**src/rtl/scmp_pkg.sv**
```systemverilog
// Package for the compare-string sequencer: field codes, stream widths,
// flag bundle and the element-size helper. No dependencies.
`default_nettype none

package scmp_pkg;

	// Stream payload widths padded to whole bytes, and the input bits in use
	localparam int InDataW  = 232;
	localparam int InUsedW  = 229;
	localparam int OutDataW = 168;

	// Item kinds on the input tuser bit
	localparam logic OP_START = 1'b0;
	localparam logic OP_DATA  = 1'b1;

	// Repeat prefix codes (the reserved code behaves as no prefix)
	localparam logic [1:0] MODE_NONE  = 2'd0;
	localparam logic [1:0] MODE_REPE  = 2'd1;
	localparam logic [1:0] MODE_REPNE = 2'd2;
	localparam logic [1:0] MODE_RSVD  = 2'd3;

	// Element width codes (the unused code behaves as doubleword)
	localparam logic [1:0] WIDTH_BYTE  = 2'd0;
	localparam logic [1:0] WIDTH_WORD  = 2'd1;
	localparam logic [1:0] WIDTH_DWORD = 2'd2;

	typedef struct packed {
		logic af;
		logic zf;
		logic sf;
		logic of;
		logic cf;
	} flags_t;

	function automatic logic [2:0] bytes_of(input logic [1:0] w);
		logic [2:0] nb;
		case (w)
			WIDTH_BYTE: nb = 3'd1;
			WIDTH_WORD: nb = 3'd2;
			default:    nb = 3'd4;
		endcase
		return nb;
	endfunction

endpackage

`default_nettype wire

```
**src/rtl/scmp_alu.sv**
```systemverilog
// Element compare: subtracts dest from source at the element width and
// forms CF, OF, SF, ZF and AF. Depends on scmp_pkg.
`default_nettype none

module scmp_alu (
	input  wire logic [31:0]   a,
	input  wire logic [31:0]   b,
	input  wire logic [1:0]    width,
	output scmp_pkg::flags_t   flags
);
	import scmp_pkg::*;

	logic [31:0] mask;
	logic [31:0] a_m;
	logic [31:0] b_m;
	logic [31:0] d;
	logic [31:0] ovf_v;
	logic        top_d;
	logic        top_o;

	always_comb begin
		case (width)
			WIDTH_BYTE: mask = 32'h0000_00FF;
			WIDTH_WORD: mask = 32'h0000_FFFF;
			default:    mask = 32'hFFFF_FFFF;
		endcase
		a_m   = a & mask;
		b_m   = b & mask;
		d     = (a_m - b_m) & mask;
		ovf_v = (a_m ^ b_m) & (a_m ^ d);
		case (width)
			WIDTH_BYTE: begin
				top_d = d[7];
				top_o = ovf_v[7];
			end
			WIDTH_WORD: begin
				top_d = d[15];
				top_o = ovf_v[15];
			end
			default: begin
				top_d = d[31];
				top_o = ovf_v[31];
			end
		endcase
		flags.cf = (a_m < b_m);
		flags.of = top_o;
		flags.sf = top_d;
		flags.zf = (d == 32'd0);
		flags.af = a_m[4] ^ b_m[4] ^ d[4];
	end

endmodule

`default_nettype wire

```
**src/rtl/string_compare_rep_sequencer.sv**
```systemverilog
// Compare-string sequencer top level: input register, state update with
// one compare per data request, and a result register. Depends on scmp_pkg.
// A request accepted into the input register has its result registered on m_axis when it
// advances. Throughput: one request per cycle while m_axis is not stalled, set by the
// combinational state update between the input register and the result register.
// Reset (arst_n low): all offsets, count, modes, flags cleared, idle, pipeline empty.
`default_nettype none

module string_compare_rep_sequencer (
	input  wire logic                           clk,
	input  wire logic                           arst_n,
	input  wire logic                           cfg_wen,
	input  wire logic                           cfg_wdata,      // address_size_16
	input  wire logic                           s_axis_tvalid,
	output logic                                s_axis_tready,
	// source_offset, dest_offset, repeat_count, repeat_mode, element_width,
	// direction, source_base, dest_base, source_element, dest_element
	input  wire logic [scmp_pkg::InDataW-1:0]   s_axis_tdata,
	input  wire logic                           s_axis_tuser,   // opcode
	output logic                                m_axis_tvalid,
	input  wire logic                           m_axis_tready,
	// source_address, dest_address, carry_flag, overflow_flag, sign_flag,
	// zero_flag, adjust_flag, final_source_offset, final_dest_offset, count_left
	output logic [scmp_pkg::OutDataW-1:0]       m_axis_tdata,
	output logic                                m_axis_tuser    // done_res
);
	import scmp_pkg::*;

	logic               asz16_q;

	logic               valid_s1;
	logic               op_s1;
	logic [InUsedW-1:0] data_s1;
	logic               advance;

	logic [31:0] src_off_q, dst_off_q, remaining_q, src_seg_q, dst_seg_q;
	logic [1:0]  mode_q, width_q;
	logic        dir_q, active_q;
	flags_t      flags_q;

	logic [31:0] in_src_off, in_dst_off, in_count, in_src_base, in_dst_base;
	logic [31:0] in_src_elem, in_dst_elem;
	logic [1:0]  in_mode, in_width;
	logic        in_dir;

	logic [31:0] nx_src_off, nx_dst_off, nx_remaining, nx_src_seg, nx_dst_seg;
	logic [1:0]  nx_mode, nx_width;
	logic        nx_dir, nx_active, nx_done;
	flags_t      nx_flags;
	flags_t      alu_flags;

	logic [31:0] am;
	logic [31:0] step;
	logic [31:0] rem_dec;
	logic        stop;

	assign in_src_off  = data_s1[31:0];
	assign in_dst_off  = data_s1[63:32];
	assign in_count    = data_s1[95:64];
	assign in_mode     = data_s1[97:96];
	assign in_width    = data_s1[99:98];
	assign in_dir      = data_s1[100];
	assign in_src_base = data_s1[132:101];
	assign in_dst_base = data_s1[164:133];
	assign in_src_elem = data_s1[196:165];
	assign in_dst_elem = data_s1[228:197];

	assign advance       = valid_s1 && (!m_axis_tvalid || m_axis_tready);
	assign s_axis_tready = !valid_s1 || advance;

	scmp_alu u_alu (
		.a     (in_src_elem),
		.b     (in_dst_elem),
		.width (width_q),
		.flags (alu_flags)
	);

	always_comb begin
		am      = asz16_q ? 32'h0000_FFFF : 32'hFFFF_FFFF;
		step    = dir_q ? (32'd0 - {29'd0, bytes_of(width_q)}) : {29'd0, bytes_of(width_q)};
		rem_dec = (remaining_q - 32'd1) & am;

		nx_src_off   = src_off_q;
		nx_dst_off   = dst_off_q;
		nx_remaining = remaining_q;
		nx_src_seg   = src_seg_q;
		nx_dst_seg   = dst_seg_q;
		nx_mode      = mode_q;
		nx_width     = width_q;
		nx_dir       = dir_q;
		nx_active    = active_q;
		nx_flags     = flags_q;
		nx_done      = 1'b1;
		stop         = 1'b1;

		if (op_s1 == OP_START) begin
			nx_src_off = in_src_off & am;
			nx_dst_off = in_dst_off & am;
			// unknown prefix code behaves as no prefix
			nx_mode    = (in_mode == MODE_RSVD) ? MODE_NONE : in_mode;
			nx_width   = in_width;
			nx_dir     = in_dir;
			nx_src_seg = in_src_base;
			nx_dst_seg = in_dst_base;
			nx_remaining = (nx_mode == MODE_NONE) ? 32'd1 : (in_count & am);
			nx_active  = (nx_remaining != 32'd0);
			nx_done    = !nx_active;
		end else if (active_q) begin
			nx_flags     = alu_flags;
			nx_src_off   = (src_off_q + step) & am;
			nx_dst_off   = (dst_off_q + step) & am;
			nx_remaining = rem_dec;
			case (mode_q)
				MODE_REPE:  stop = (rem_dec == 32'd0) || !alu_flags.zf;
				MODE_REPNE: stop = (rem_dec == 32'd0) || alu_flags.zf;
				default:    stop = 1'b1;
			endcase
			nx_active = !stop;
			nx_done   = stop;
		end
	end

	always_ff @(posedge clk or negedge arst_n) begin
		if (!arst_n) begin
			asz16_q <= 1'b0;
		end else if (cfg_wen) begin
			asz16_q <= cfg_wdata;
		end
	end

	always_ff @(posedge clk or negedge arst_n) begin
		if (!arst_n) begin
			valid_s1 <= 1'b0;
		end else if (s_axis_tready) begin
			valid_s1 <= s_axis_tvalid;
		end
	end

	always_ff @(posedge clk) begin
		if (s_axis_tready && s_axis_tvalid) begin
			op_s1   <= s_axis_tuser;
			data_s1 <= s_axis_tdata[InUsedW-1:0];
		end
	end

	always_ff @(posedge clk or negedge arst_n) begin
		if (!arst_n) begin
			src_off_q   <= '0;
			dst_off_q   <= '0;
			remaining_q <= '0;
			src_seg_q   <= '0;
			dst_seg_q   <= '0;
			mode_q      <= MODE_NONE;
			width_q     <= WIDTH_BYTE;
			dir_q       <= 1'b0;
			active_q    <= 1'b0;
			flags_q     <= '0;
		end else if (advance) begin
			src_off_q   <= nx_src_off;
			dst_off_q   <= nx_dst_off;
			remaining_q <= nx_remaining;
			src_seg_q   <= nx_src_seg;
			dst_seg_q   <= nx_dst_seg;
			mode_q      <= nx_mode;
			width_q     <= nx_width;
			dir_q       <= nx_dir;
			active_q    <= nx_active;
			flags_q     <= nx_flags;
		end
	end

	always_ff @(posedge clk or negedge arst_n) begin
		if (!arst_n) begin
			m_axis_tvalid <= 1'b0;
		end else if (advance) begin
			m_axis_tvalid <= 1'b1;
		end else if (m_axis_tready) begin
			m_axis_tvalid <= 1'b0;
		end
	end

	always_ff @(posedge clk) begin
		if (advance) begin
			m_axis_tdata[31:0]    <= nx_done ? 32'd0 : (nx_src_seg + nx_src_off);
			m_axis_tdata[63:32]   <= nx_done ? 32'd0 : (nx_dst_seg + nx_dst_off);
			m_axis_tdata[64]      <= nx_flags.cf;
			m_axis_tdata[65]      <= nx_flags.of;
			m_axis_tdata[66]      <= nx_flags.sf;
			m_axis_tdata[67]      <= nx_flags.zf;
			m_axis_tdata[68]      <= nx_flags.af;
			m_axis_tdata[100:69]  <= nx_src_off;
			m_axis_tdata[132:101] <= nx_dst_off;
			m_axis_tdata[164:133] <= nx_remaining;
			m_axis_tdata[167:165] <= 3'd0;
			m_axis_tuser          <= nx_done;
		end
	end

endmodule

`default_nettype wire

```
**config.mk**
```make
export PLATFORM = sky130hd
export DESIGN_NAME = string_compare_rep_sequencer
export DESIGN_NICKNAME = d
export VERILOG_FILES = /design/src/rtl/scmp_pkg.sv /design/src/rtl/scmp_alu.sv /design/src/rtl/string_compare_rep_sequencer.sv
export SDC_FILE = /design/constraint.sdc
export NUM_CORES = 1
export LEC_CHECK = 0
export BUFFER_PORTS_ARGS = -buffer_cell sky130_fd_sc_hd__buf_4
export CORE_UTILIZATION = 50
export DETAILED_ROUTE_END_ITERATION = 12
export PLACE_DENSITY = 0.79
export SLEW_MARGIN = 20
export SYNTH_ARGS = -nofsm -noshare
export SYNTH_HDL_FRONTEND = slang
export SYNTH_SLANG_ARGS = --single-unit
```
**constraint.sdc**
```tcl
create_clock -name clk -period 7.85 [get_ports clk]
set_input_delay 0 -clock clk [delete_from_list [all_inputs] [get_ports clk]]
set_output_delay 0 -clock clk [all_outputs]
set_load 0.01 [all_outputs]
```
==> impl_metrics.py <==
metrics = {
    "outcome": {
        "status": "completed",
    },
    "global_route": {
        "grt_first_pass_wirelength_microns": 133000,
        "grt_max_degree": 177,
        "globalRouteOverflowTotal": 0,
        "grt_pass1_vias": 24300,
        "antenna_found_initial": 11,
        "grt_usage": 0.273,
    },
    "layout": {
        "final_area_sq_um": 38700,
        "fin_nets": 3778,
        "layout-drive-gt1-share": 0.207,
        "areaGrowthSynthToFinish_pct": 27.4,
    },
    "yosys": {
        "seq_area_frac_synth": 0.534,
        "ys_warn_count": 0,
        "syn_avg_cell_area_sq_um": 11.1,
        "yosysTopAreaCell": "edfxtp_1",
        "syn_area_sq_um": 30400,
        "ys_async_sr_fraction": 0.305,
        "postSynthCellCount": 2749,
        "synth_cell_types": 88,
        "synth_area_leaders": "edfxtp_1 (39%), dfrtp_1 (14%), ha_1 (6.7%), mux2_2 (5.1%), nand2_1 (4.3%)",
        "ys_top_cells_by_count": "edfxtp_1 (396), nand2_1 (351), nor2_1 (208)",
        "ys_ff_latch": 570,
        "yosysMostFrequentCell": "edfxtp_1",
        "synth_ff_type": "edfxtp_1",
        "synth_edf_count": 396,
        "synth_top_area_share": 0.391,
    },
    "timing": {
        "setup_viol": 0,
        "relSlewSlack": 0.257,
        "slew_viol_final": 0,
        "timing.setup.tns_ps": 0,
        "period_share": 0.923,
        "fin_worst_skew_ps": 17.5,
        "rsz0062_at_grt": "false",
        "period_needed_ps": 7240,
        "finalHoldViolCount": 0,
        "worst_pin_slew_ps": 1110,
        "clock.fmax_mhz": 138,
    },
    "worst_setup_path": {
        "worstSetupPathType": "flip-flop to flip-flop",
        "slowest_stage": "or2_2",
        "cp_data_required_time_ps": 8180,
        "cp-start-kind": "flip-flop",
        "cp.arrival_ps": 7580,
        "crit_path_end_kind": "flip-flop",
        "critPathMaxStageDelay_ps": 460,
        "worstPathMaxFanout": 21,
    },
    "die": {
        "die_area_sq_um": 61800,
        "start_util": 0.505,
        "die_w_microns": 249,
        "die_y_microns": 249,
        "io_pins": 410,
        "fp.coreArea_sq_um": 60200,
        "rows": 90,
    },
    "job": {
        "max-cap-violations": 0,
    },
    "power_and_ir_drop": {
        "power.leakage_nw": 16.4,
        "fin_total_pwr_mw": 12.3,
        "ir_drop_mv": 0.219,
        "power.density_nw_per_um2": 317,
    },
    "placement": {
        "port_buffers": 403,
        "dp_hpwl_microns": 53500,
        "gp_congestion": 0.906,
        "placed_area_sq_um": 34200,
    },
    "clocking": {
        "cts.sinks": 570,
        "clockBufferDepth": 3,
        "cts_made_buffers": 59,
        "post-cts-setup-buffer-count": 0,
        "insertion_delay_ps": 620,
        "cts_max_level": 2,
        "root_buffer": "clkbuf_16",
        "clkSlewWorstSetupHoldPaths_ps": 60,
        "cts_tree": "built",
    },
    "drt": {
        "drc": 0,
        "wirelength_microns": 85600,
        "wire_per_inst_microns": 20.3,
        "antenna_left": 0,
        "drt-vias-per-instance": 5.72,
        "drt_iter0_markers": 1781,
        "firstDrtPassIters": 5,
        "via_count": 24100,
    },
    "min_path": {
        "min_path_type": "input pin to flip-flop",
    },
}
[cells in the final DEF, fill, tap and decap left out, types with 128 or more instances in the layout]
master and instances:
a21oi_1 185, mux2_2 139, buf_4 423, dfrtp_1 172, nor2_1 206, nand2_1 350, ha_1 163, o21ai_0 128
edfxtp_1 396, dlygate4sd3_1 237
[sequential cells by signal, indices dropped and copies added (netlist names)]
signal,cells
data_s1,229
m_axis_tdata,165
dst_off_q,32
dst_seg_q,32
remaining_q,32
src_off_q,32
src_seg_q,32
flags_q,5
mode_q,2
width_q,2
active_q,1
asz16_q,1
dir_q,1
m_axis_tuser,1
m_axis_tvalid,1
op_s1,1
valid_s1,1
[critical path: cells and delay by family (launching register included)]
kind	cells	cell delay (ps)
XOR/XNOR	4	730
AO/OA/AOI/OAI	16	3710
adder cells (fa/ha/maj)	3	940
flip-flops	1	410
AND/OR/NAND/NOR	5	1180
[logic make-up after synthesis]
group | synth area share
AND/OR/NAND/NOR | 0.130
AO/OA/AOI/OAI | 0.136
flip-flops | 0.534
buffers and inverters | 0.0267
multiplexers | 0.0613
adder cells (fa/ha/maj) | 0.0697
XOR/XNOR | 0.0418
other | 0.000123
[path summary, 6_finish.rpt]
check                                 start                to  slack (ps)  cells after the start
setup reg to reg                 width_q[0]  m_axis_tdata[31]         610                     28
min in group asynchronous            arst_n   remaining_q[30]         540                      4
max in group asynchronous            arst_n          active_q        6330                      4
hold reg to reg                  flags_q[2]        flags_q[2]         480                      2
setup / recovery                 width_q[0]  m_axis_tdata[31]         610                     28
hold / removal             s_axis_tdata[82]       data_s1[82]          90                      2
[area by class of cell]
class,instances,area (sq um)
clock inverter,36,468
multi-input combinational,1982,13400
antenna,7,17.5
fill,4358,21500
timing repair buffer,664,5630
inverter,95,364
sequential,570,16300
tap,782,978
clock buffer,75,1630
[through the flow]
step / utilization / instances / hold slack, ps / worst slack (ps)
finish: 0.643 / 4211 / 94.1 / 605
global route: 0.643 / 4207 / 84.1 / 28.2
CTS: 0.642 / 4204 / 53.2 / 368
floorplan: - / 2751 / -296 / 785
detailed placement: 0.568 / 3855 / 12.5 / 383
global placement: 0.568 / 3855 / 12.0 / 597
[routing by layer]
metal,share of wire,vias to the layer above,global-route usage
li1,-,11400,-
met1,0.41,11600,0.349
met2,0.49,953,0.463
met3,0.065,187,0.0487
met4,0.035,10,0.105
met5,0.00079,-,0
[timing repair]
item | CTS | global route
hold buffers | 238 | 0
endpoints found under the setup margin | 0 | 4
endpoints found under the hold margin | 311 | 0
resized for setup | 0 | 5
[power by group]
part / switching (mW) / internal, mW / leakage, nW / total, mW
Clock: 1.26 / 1.81 / 1.01 / 3.06
Sequential: 0.331 / 3.87 / 5.98 / 4.20
Combinational: 2.83 / 2.19 / 9.36 / 5.02
No activity file was read; power rests on OpenSTA's default activity.
